--- src/rtl/hsd_pkg.sv ---
// shared types, constants and datapath operation codes for the huffman stream decoder
`default_nettype none

package hsd_pkg;

   localparam int ALPHABET_SIZE = 256;
   localparam logic [31:0] MAGIC_WORD = 32'h314D4648;

   // datapath operations
   localparam logic [4:0] OP_NONE    = 5'd0;
   localparam logic [4:0] OP_MAGIC   = 5'd1;
   localparam logic [4:0] OP_COUNT   = 5'd2;
   localparam logic [4:0] OP_SYM     = 5'd3;
   localparam logic [4:0] OP_FREQ    = 5'd4;
   localparam logic [4:0] OP_BITS    = 5'd5;
   localparam logic [4:0] OP_PAY     = 5'd6;
   localparam logic [4:0] OP_SCAN_RD = 5'd7;
   localparam logic [4:0] OP_SCAN_WR = 5'd8;
   localparam logic [4:0] OP_Q_RD0   = 5'd9;
   localparam logic [4:0] OP_Q_LD0   = 5'd10;
   localparam logic [4:0] OP_Q_RD    = 5'd11;
   localparam logic [4:0] OP_Q_CMP   = 5'd12;
   localparam logic [4:0] OP_TAIL_RD = 5'd13;
   localparam logic [4:0] OP_TAIL_WR = 5'd14;
   localparam logic [4:0] OP_MERGE   = 5'd15;
   localparam logic [4:0] OP_ROOT_RD = 5'd16;
   localparam logic [4:0] OP_ROOT_LD = 5'd17;
   localparam logic [4:0] OP_LEAF    = 5'd18;
   localparam logic [4:0] OP_NODE_RD = 5'd19;
   localparam logic [4:0] OP_EVAL    = 5'd20;
   localparam logic [4:0] OP_END     = 5'd21;

   typedef struct packed {
      logic [8:0]  node;
      logic [63:0] freq;
   } q_entry_type;

   typedef struct packed {
      logic [4:0] op;
      logic       clear;
      logic       second;
   } hsd_cmd_type;

   typedef struct packed {
      logic field_done;
      logic magic_ok;
      logic count_zero;
      logic entries_last;
      logic bits_zero;
      logic scan_last;
      logic queue_empty;
      logic queue_one;
      logic i_end;
      logic bits_done;
      logic root_leaf;
      logic bit_last;
      logic pend_valid;
      logic out_valid;
      logic out_free;
   } hsd_status_type;

endpackage

`default_nettype wire

--- src/rtl/hsd_controller.sv ---
// state machine sequencing header parse, tree build and payload bit walk
`default_nettype none

module hsd_controller (
   input  logic                    clock,
   input  logic                    reset,
   input  logic                    req_valid,
   input  logic                    req_file_start,
   input  hsd_pkg::hsd_status_type status,
   output logic                    req_ready,
   output hsd_pkg::hsd_cmd_type    cmd
);
   import hsd_pkg::*;

   localparam logic [4:0] ST_MAGIC   = 5'd0;
   localparam logic [4:0] ST_COUNT   = 5'd1;
   localparam logic [4:0] ST_SYM     = 5'd2;
   localparam logic [4:0] ST_FREQ    = 5'd3;
   localparam logic [4:0] ST_BITS    = 5'd4;
   localparam logic [4:0] ST_PAY     = 5'd5;
   localparam logic [4:0] ST_DEAD    = 5'd6;
   localparam logic [4:0] ST_SCAN_RD = 5'd7;
   localparam logic [4:0] ST_SCAN_WR = 5'd8;
   localparam logic [4:0] ST_CHK0    = 5'd9;
   localparam logic [4:0] ST_LOOP    = 5'd10;
   localparam logic [4:0] ST_Q_RD0   = 5'd11;
   localparam logic [4:0] ST_Q_LD0   = 5'd12;
   localparam logic [4:0] ST_Q_RD    = 5'd13;
   localparam logic [4:0] ST_Q_CMP   = 5'd14;
   localparam logic [4:0] ST_TAIL_WR = 5'd15;
   localparam logic [4:0] ST_MERGE   = 5'd16;
   localparam logic [4:0] ST_ROOT_RD = 5'd17;
   localparam logic [4:0] ST_ROOT_LD = 5'd18;
   localparam logic [4:0] ST_W_BIT   = 5'd19;
   localparam logic [4:0] ST_W_EVAL  = 5'd20;
   localparam logic [4:0] ST_W_END   = 5'd21;

   logic [4:0] state_ff, state_in, eff_state;
   logic       second_ff, second_in;
   logic       accept_state, acc;

   assign accept_state = (state_ff <= ST_DEAD);
   assign req_ready    = accept_state && status.out_free;
   assign acc          = req_valid && req_ready;
   // a file start restarts the parse in any state that accepts input (header, payload or dead)
   assign eff_state    = req_file_start ? ST_MAGIC : state_ff;

   always_comb begin
      state_in   = state_ff;
      second_in  = second_ff;
      cmd.op     = OP_NONE;
      cmd.clear  = acc && req_file_start;
      cmd.second = second_ff;

      unique case (state_ff)
         ST_MAGIC, ST_COUNT, ST_SYM, ST_FREQ, ST_BITS, ST_PAY, ST_DEAD: begin
            if (acc) begin
               unique case (eff_state)
                  ST_MAGIC: begin
                     cmd.op   = OP_MAGIC;
                     state_in = ST_MAGIC;
                     if (status.field_done) state_in = status.magic_ok ? ST_COUNT : ST_DEAD;
                  end
                  ST_COUNT: begin
                     cmd.op = OP_COUNT;
                     if (status.field_done) state_in = status.count_zero ? ST_BITS : ST_SYM;
                  end
                  ST_SYM: begin
                     cmd.op   = OP_SYM;
                     state_in = ST_FREQ;
                  end
                  ST_FREQ: begin
                     cmd.op = OP_FREQ;
                     if (status.field_done) state_in = status.entries_last ? ST_BITS : ST_SYM;
                  end
                  ST_BITS: begin
                     cmd.op = OP_BITS;
                     if (status.field_done) state_in = status.bits_zero ? ST_DEAD : ST_SCAN_RD;
                  end
                  ST_PAY: begin
                     cmd.op   = OP_PAY;
                     state_in = ST_W_BIT;
                  end
                  default: cmd.op = OP_NONE;
               endcase
            end
         end
         ST_SCAN_RD: begin
            cmd.op   = OP_SCAN_RD;
            state_in = ST_SCAN_WR;
         end
         ST_SCAN_WR: begin
            cmd.op   = OP_SCAN_WR;
            state_in = status.scan_last ? ST_CHK0 : ST_SCAN_RD;
         end
         ST_CHK0: state_in = status.queue_empty ? ST_DEAD : ST_LOOP;
         ST_LOOP: state_in = status.queue_one ? ST_ROOT_RD : ST_Q_RD0;
         ST_Q_RD0: begin
            cmd.op   = OP_Q_RD0;
            state_in = ST_Q_LD0;
         end
         ST_Q_LD0: begin
            cmd.op   = OP_Q_LD0;
            state_in = ST_Q_RD;
         end
         ST_Q_RD: begin
            if (status.i_end) begin
               cmd.op   = OP_TAIL_RD;
               state_in = ST_TAIL_WR;
            end else begin
               cmd.op   = OP_Q_RD;
               state_in = ST_Q_CMP;
            end
         end
         ST_Q_CMP: begin
            cmd.op   = OP_Q_CMP;
            state_in = ST_Q_RD;
         end
         ST_TAIL_WR: begin
            cmd.op = OP_TAIL_WR;
            if (second_ff) begin
               state_in = ST_MERGE;
            end else begin
               second_in = 1'b1;
               state_in  = ST_Q_RD0;
            end
         end
         ST_MERGE: begin
            cmd.op    = OP_MERGE;
            second_in = 1'b0;
            state_in  = ST_LOOP;
         end
         ST_ROOT_RD: begin
            cmd.op   = OP_ROOT_RD;
            state_in = ST_ROOT_LD;
         end
         ST_ROOT_LD: begin
            cmd.op   = OP_ROOT_LD;
            state_in = ST_PAY;
         end
         ST_W_BIT: begin
            if (status.bits_done) begin
               state_in = ST_W_END;
            end else if (!status.pend_valid || !status.out_valid) begin
               if (status.root_leaf) begin
                  cmd.op   = OP_LEAF;
                  state_in = status.bit_last ? ST_W_END : ST_W_BIT;
               end else begin
                  cmd.op   = OP_NODE_RD;
                  state_in = ST_W_EVAL;
               end
            end
         end
         ST_W_EVAL: begin
            cmd.op   = OP_EVAL;
            state_in = status.bit_last ? ST_W_END : ST_W_BIT;
         end
         ST_W_END: begin
            if (!status.pend_valid) begin
               state_in = status.bits_done ? ST_DEAD : ST_PAY;
            end else if (status.out_free) begin
               cmd.op   = OP_END;
               state_in = status.bits_done ? ST_DEAD : ST_PAY;
            end
         end
         default: state_in = ST_MAGIC;
      endcase
   end

   always_ff @(posedge clock) begin
      if (reset) begin
         state_ff  <= ST_MAGIC;
         second_ff <= 1'b0;
      end else begin
         state_ff  <= state_in;
         second_ff <= second_in;
      end
   end

   a_ready_only_parse: assert property (@(posedge clock) disable iff (reset)
      req_ready |-> (state_ff <= ST_DEAD))
      else $error("input taken outside a parse state");

   a_second_in_build: assert property (@(posedge clock) disable iff (reset)
      second_ff |-> ((state_ff >= ST_Q_RD0) && (state_ff <= ST_MERGE)))
      else $error("second pop flag outside merge loop");

   a_walk_follows_read: assert property (@(posedge clock) disable iff (reset)
      (state_ff == ST_W_EVAL) |-> ($past(cmd.op) == OP_NODE_RD))
      else $error("walk step without node read");

endmodule

`default_nettype wire
--- config.mk ---
export PLATFORM = sky130hd
export DESIGN_NAME = hsd_controller
export DESIGN_NICKNAME = d
export VERILOG_FILES = /design/src/rtl/hsd_pkg.sv /design/src/rtl/hsd_controller.sv
export SDC_FILE = /design/constraint.sdc
export NUM_CORES = 1
export LEC_CHECK = 0
export BUFFER_PORTS_ARGS = -buffer_cell sky130_fd_sc_hd__buf_2
export CORE_ASPECT_RATIO = 0.8
export CORE_UTILIZATION = 40
export DETAILED_ROUTE_END_ITERATION = 6
export PLACE_DENSITY_LB_ADDON = 0.15
export SLEW_MARGIN = 5
export SYNTH_ARGS = -nofsm -noshare
export SYNTH_HDL_FRONTEND = slang
export SYNTH_SLANG_ARGS = --single-unit
--- constraint.sdc ---
create_clock -name clock -period 1.88 [get_ports clock]
set_input_delay 0.188 -clock clock [delete_from_list [all_inputs] [get_ports clock]]
set_output_delay 0.188 -clock clock [all_outputs]
set_load 0.02 [all_outputs]
**Word-level counts from Yosys, hierarchy flattened**

Cells that the tools add are included.

- Flip-flop bits (word level): 6
- Bits of input ports: 19
- Output and inout port bits: 8
- Word-level logic and storage cells: 82

- Order comparisons: 1
- Eq/ne operators: 33
- Mux-type cells: 34
- Reduce and logical (&&, ||, !) cells: 12

Operators with widths:

| kind | number |
|---|---|
| $mux 5 | 15 |
| $pmux 5 s15 | 1 |
| $pmux 5 s14 | 1 |
| $eq 5x4->1 const B | 8 |
| $eq 5x3->1 const B | 6 |
| $eq 5x5->1 const B | 6 |
| $pmux 5 s6 | 1 |
| $mux 3 | 8 |
| $eq 5x2->1 const B | 4 |
| $pmux 3 s6 | 1 |
| $ne 3x3->1 const B | 5 |
| $eq 5x1->1 const B | 2 |
| $logic_not 5->1 | 2 |
| $mux 4 | 2 |
| $ne 7x1->1 const B | 1 |
| $reduce_and 7->1 | 1 |
| $reduce_or 7->1 | 1 |
| $le 5x3->1 const B | 1 |
| $logic_and 1x1->1 | 3 |
| $mux 1 | 3 |
| $logic_not 1->1 | 2 |
| $mux 2 | 1 |
| $ne 2x2->1 const B | 1 |
| $pmux 1 s2 | 1 |
| other kinds (3) | 3 |

**Longest topological paths before layout**

Gate-level depths: netlist (run 1).

- Depth in word-level cells: 5
- Mapped depth: 8
- Gate-level depth less buffers: 5

**Worst setup path after synthesis (run 1)**

Ideal clock, no wire load.

- Path type: flip-flop to output port
- Start: register state_ff[2]
- End: output cmd[5] (netlist name)
- Data arrival time: 1434 ps
- Required time: 1692 ps
- Slack: 258 ps
- Stages on the path, launching flop included: 6
- Buffers on the path: 3
- Cells stage by stage: dfxtp_1 -> buf_6 -> buf_6 -> clkbuf_1 -> a21oi_1 -> o21ai_0

RTL lines:

| what | line | text |
|---|---|---|
| start, declared | hsd_controller.sv:38 | `logic [4:0] state_ff, state_in, eff_state;` |
| start signal, assigned | hsd_controller.sv:175 | `state_ff <= state_in;` |
| end, declared | hsd_controller.sv:11 | `output hsd_pkg::hsd_cmd_type cmd` |

==> metrics.md, run 1 <==
| Metric | Value |
|---|---|
| HPWL after DPL | 2965 um |
| Crit path capture type | primary output |
| Final Cycle Share | 97.75% |
| Root buf cell | clkbuf_4 |
| Final #Nets | 218 |
| Largest net degree at the start of global routing | 15 |
| Crit path kind | register to primary output |
| Clock Latency Late Sink | 250 ps |
| Clk sink count | 6 |
| Cell taking the most area after synthesis | dfxtp_1 |
| Critical Path Fanout Max | 3 |
| Aggregate global-route resource usage | 27.45% |
| Number of global-route vias before repair | 1,310 |
| Worst VDD drop | 0.4250 mV |
| Gr ovfl total | 0 |
| Yosys reg bits | 6 |
| Area delta synth->final | 31.24% |
| Startpoint Class | register |
| First-pass GRT wire length | 6327 um |
| Cell row count | 16 |
| Fin crit period | 1838 ps |
| Worst setup margin | 42.25 ps |
| CP arrival | 1650 ps |
| Hold buffer count at cts | 0 |
| Synth unique cells | 55 |
| RSZ-0062 raised after global routing | yes |
| Fmax | 544.1 MHz |
| Clk slew on worst S/H paths | 40 ps |
| CORE AREA | 2562 um2 |
| Syn_area_per_cell | 7.313 um2 |
| YS warnings | 0 |
| Port Buf Inserts | 26 |
| Syn Nets | 174 |
| Routed WL | 3883 um |
| GPL Wtd Cong | 0.9197 |
| Number of buffers created by CTS | 3 |
| Starting Density | 44.24% |
| Width of the die | 61.52 um |
| Max Cap Viol | 0 |
| Ranking of synthesized cells by area | dfxtp_1 11%, buf_6 9.9%, o21ai_0 5.7%, a21oi_1 5.3%, nand2_1 4.3% |
| Setup_tns | 0 ps |
| Total power | 0.4195 mW |
| Post-synth EDFFs | 0 |
| # diodes | 0 |
| CTS tree | done |
| Boundary Pins | 27 |
| Tightest Pin Transition | 428.4 ps |
| FFs w/ async S/R, synth | 0% |
| Dpl ws | 86.28 ps |
| Final hold viol count | 0 |
| Max Slew Vio Count | 0 |
| Share of cells above drive strength 1 | 42.13% |
| Post-Syn Instances | 155 |
| Worst slew margin relative to its limit | 71.33% |
| First DRT Iteration DRCs | 72 |
| Share of the synthesized area in the top cell type | 10.60% |
| WL/cell | 16.67 um |
| H-Tree Depth | 1 |
| DR DRC count | 0 |
| Initial antenna violation count | 0 |
| Clk_skew | 3.404 ps |
| Cell area after synthesis | 1134 um2 |
| Power density cells | 282.0 nW/um2 |
| Vias | 1,394 |
| Ys flop type | dfxtp_1 |
| Hold Path Class | input pin to register |
| Chip height | 49.62 um |
| Final setup fails | 0 |
| Status | finished, final reports clean |
| CTS max path bufs | 2 |
| Seq/Total Area, Yosys | 10.60% |
| Vias per cell | 5.983 |
| Die ar. | 3052 um2 |
| Leak pwr | 0.6405 nW |
| WP data required | 1690 ps |
| TritonRoute pass-1 iters | 4 |
| Detail Route Antenna Nets | 0 |
[critical path, cell delays in order (launching register included)]
cell	delay, ps
dfxtp_4	350
buf_4	140
a311oi_2	220
and3_4	230
and2_4	160
nand2_1	70
nand3_1	70
buf_2	160
[sequential cells by signal (all words and copies together), names as in the netlist]
register / count
second_ff: 1
state_ff: 5
[Yosys cell counts (all sizes together) (4+ instances only)]
cell / count
nor3: 5
inv: 5
a22o: 4
nor2b: 4
buf: 13
o211ai: 5
and2: 4
nand2: 13
nor2: 8
nand3: 6
nor3b: 4
dfxtp: 6
o21ai: 17
a21oi: 12
[cell type report]
| cell class | count | area [um2] |
|---|---|---|
| Clock buffer | 3 | 22.52 |
| Inverter | 5 | 18.77 |
| Sequential cell | 6 | 138.9 |
| Timing Repair Buffer | 54 | 365.4 |
| Tap cell | 36 | 45.04 |
| Multi-Input combinational cell | 129 | 897.1 |
| Fill cell | 268 | 1075 |
[metrics by stage]
step                hold WS, ps  cell area (um2)  instances  utilization (%)
finish                    167.7             1488        233            58.06
global route              160.3             1488        233            58.06
CTS                       155.9             1421        232            55.47
detailed placement        420.7             1369        228            53.42
global placement          415.3             1369        228            53.42
floorplan                 257.1             1134        155                -
[power by group]
part           internal, mW  switching, mW  leakage, nW
registers             0.126        0.00769       0.0524
clock network        0.0720         0.0435       0.0138
logic                0.0796         0.0908        0.574
total                 0.278          0.142        0.641
[routing by layer]
| layer | global-route usage, % | part of all wire (%) | vias up |
|---|---|---|---|
| met4 | 6.667 | 1.4 | 0 |
| met2 | 41.04 | 45 | 62 |
| li1 | - | - | 678 |
| met3 | 7.349 | 7.6 | 6 |
| met5 | 0 | 0 | - |
| met1 | 38.55 | 46 | 648 |
[timing repair]
| item | 4_1_cts | 5_1_grt |
|---|---|---|
| resized for setup | 13 | 19 |
| buffers inserted | 1 | 1 |
| endpoints found under the setup margin | 4 | 5 |
| pin swaps | 2 | 8 |
[placed cells by master (no fill, tap or decap), types with 2 or more instances in the layout]
master	count
a31oi_1	3
a22o_1	4
o21ai_2	2
or3_1	3
inv_1	4
nand2_1	13
mux2i_1	2
and2b_4	2
o21ai_0	8
nand4_1	3
a21oi_1	11
nor3_1	4
a32o_1	3
clkbuf_4	3
nor2b_1	3
nor2_1	6
buf_4	27
dfxtp_4	5
nor2_2	2
buf_2	24
nand2b_1	3
a2bb2oi_1	2
nand3_1	6
o211ai_1	5
and2_1	2
o21ai_1	7
nor3b_1	4
buf_6	2
[path summary, 6_finish.rpt]
kind / slack (ps) / cells after the start / to / startpoint
max reg2reg: 90 / 7 / state_ff[1] / state_ff[2]
max: 40 / 7 / cmd[3] / state_ff[2]
min reg2reg: 590 / 2 / second_ff / second_ff
min: 170 / 2 / state_ff[4] / reset
[kinds of logic (layout without fill, tap and decap cells)]
group | count (synthesis) | after routing | share of synthesized area [%]
XOR/XNOR | 1 | 1 | 0.7728
multiplexers | 2 | 2 | 1.766
AND/OR/NAND/NOR | 66 | 66 | 35.65
flip-flops | 6 | 6 | 10.60
AO/OA/AOI/OAI | 60 | 60 | 36.54
buffers and inverters | 20 | 62 | 14.68
(Power assumes the default switching activity.)
==> inputs of run 2 (changes only) <==
Settings changed: BUFFER_PORTS_ARGS -buffer_cell sky130_fd_sc_hd__buf_2 to default, DONT_BUFFER_PORTS from default to 1, PLACE_DENSITY from default to 0.55, PLACE_DENSITY_LB_ADDON 0.15 to default.
==> run 2 against run 1 <==
Cell count decreased by 10%. Setup slack lost 15 ps. Count of clock-buffer cells in the layout unchanged. Maximum frequency decreased by 0.79%. Sequential share of layout area up 0.68 points. Critical path type unchanged. Largest cell class unchanged. Highest routed layer unchanged.
==> metrics.md, run 2 (same netlist as run 1, synthesis figures left out) <==
| Metric | Value |
|---|---|
| Total power | 0.4008 mW |
| Leak pwr | 0.5528 nW |
| Critical path's top delay family | simple AND/OR/NAND/NOR gates |
| Area delta synth->final | 20.09% |
| Tightest Pin Transition | 362.3 ps |
| Number of buffers created by CTS | 3 |
| Clock share of power | 33.4% |
| Die ar. | 3052 um2 |
| Worst VDD drop | 0.2223 mV |
| Clk slew on worst S/H paths | 50 ps |
| Most common cell after layout, fill and taps aside | buf_4 |
| Worst slew margin relative to its limit | 75.85% |
| Final setup fails | 0 |
| Number of global-route vias before repair | 1,217 |
| Clock Latency Late Sink | 260 ps |
| Met1 Wirelength | 1611 um |
| H-Tree Depth | 1 |
| Critical Path Fanout Max | 6 |
| Port Buf Inserts | 0 |
| Internal power | 0.2614 mW |
| WP data required | 1690 ps |
| Most frequent cells in the layout | 25 x buf_4, 12 x o21ai_0, 12 x a21oi_1, 12 x nand2_1, 6 x nor2_1 |
| Max Cap Viol | 0 |
| Largest net degree at the start of global routing | 16 |
| First-pass GRT wire length | 5934 um |
| Final hold viol count | 0 |
| Crit path kind | register to primary output |
| Max FFs per register | 5 |
| Met2 Wirelength | 1657 um |
| Dpl cells | 201 |
| Hold Path Class | input pin to register |
| Fmax | 539.9 MHz |
| Cell Chain, Critical Path | buf_6, a311oi_2, and3_1, and2_4, o21ai_2, nand4_1, buf_4 |
| Cell row count | 16 |
| Reg2reg setup slack | 40 ps |
| CP arrival | 1660 ps |
| Largest regs | state_ff (5), second_ff (1) |
| HPWL after DPL | 2857 um |
| Share of cells above drive strength 1 | 32.95% |
| Max Slew Vio Count | 0 |
| Starting Density | 44.24% |
| DR DRC count | 0 |
| Clk_skew | 12.90 ps |
| CP max stage cell | dfxtp_2 |
| Final Cycle Share | 98.53% |
| Initial antenna violation count | 0 |
| # diodes | 0 |
| Post-route insts no fill | 209 |
| CTS max path bufs | 2 |
| Fin crit period | 1852 ps |
| Detail Route Antenna Nets | 0 |
| CTS tree | done |
| First DRT Iteration DRCs | 153 |
| CP peak stage delay | 330 ps |
| Routed WL | 3769 um |
| Status | finished, final reports clean |
| Vias per cell | 6.440 |
| Aggregate global-route resource usage | 26.34% |
| Flop pwr share | 34.3% |
| CORE AREA | 2562 um2 |
| Crit path capture type | primary output |
| Vias | 1,346 |
| Gr ovfl total | 0 |
| RSZ-0062 raised after global routing | yes |
| TritonRoute pass-1 iters | 4 |
| Switching pwr | 0.1394 mW |
| Switching Fraction | 34.78% |
| Final #Nets | 194 |
| GPL Wtd Cong | 0.9690 |
| Buffers plus inverters on the worst setup path | 2 |
| Met3 wire length | 398 um |
| Boundary Pins | 27 |
| Power density cells | 294.5 nW/um2 |
| Width of the die | 61.52 um |
| Clk sink count | 6 |
| WL/cell | 18.03 um |
| Chip height | 49.62 um |
| Highest routing layer actually used | met4 |
| Comb pwr share | 32.3% |
| Hold slack | 15.70 ps |
| Root buf cell | clkbuf_4 |
| Startpoint Class | register |
| Biggest register | state_ff |
-- run 2: final cells by class --
cell class	instances	area [um2]
inverters	5	18.77
repair buffers	30	250.2
fillers	260	1201
flip-flops and latches	6	136.4
clock buffers	3	22.52
well taps	36	45.04
multi-input cells	129	888.4
-- run 2: power groups by stage --
stage / Clock [mW] / Combinational [mW] / Sequential (mW)
6_report: 0.134 / 0.130 / 0.137
5_1_grt: 0.146 / 0.140 / 0.138
4_1_cts: 0.138 / 0.123 / 0.137
3_5_place_dp: 0 / 0.118 / 0.143
3_3_place_gp: 0 / 0.117 / 0.142
2_1_floorplan: 0 / 0.102 / 0.135
-- run 2: path summary, 6_finish.rpt --
| check | from | to | depth (start not counted) |
|---|---|---|---|
| worst max-delay path | state_ff[3] | cmd[4] | 7 |
| worst min-delay path | reset | second_ff | 1 |
| worst max register to register | state_ff[0] | state_ff[0] | 6 |
| worst min register to register | state_ff[1] | state_ff[1] | 1 |
-- run 2: worst reg2reg max path: cells and delay by family (launching register included) --
family,cells,cell delay [ps]
compound gates,3,600
simple gates,2,560
flops,1,400
buf+inv,1,170
-- run 2: routing by layer --
metal | GRT usage (%) | vias to the layer above
met2 | 37.99 | 81
li1 | - | 629
met4 | 7.037 | 0
met1 | 37.60 | 623
met3 | 7.612 | 13
met5 | 0 | -
-- run 2: what timing repair did --
item	in CTS	in global routing
endpoints found under the hold margin	1	1
endpoints found under the setup margin	7	5
hold buffers	1	1
gates resized for setup	13	11
pin swaps	3	4
setup buffers	2	1
-- run 2: metrics by stage --
stage | cell area [um2] | worst slack, ps | TNS [ps] | util [%]
floorplan | 1134 | 257.6 | 0 | -
global placement | 1231 | -51.55 | -58.03 | 48.05
detailed placement | 1231 | -76.84 | -118.4 | 48.05
CTS | 1305 | 7.360 | 0 | 50.93
global route | 1361 | -41.64 | -95.19 | 53.13
finish | 1361 | 27.71 | 0 | 53.13
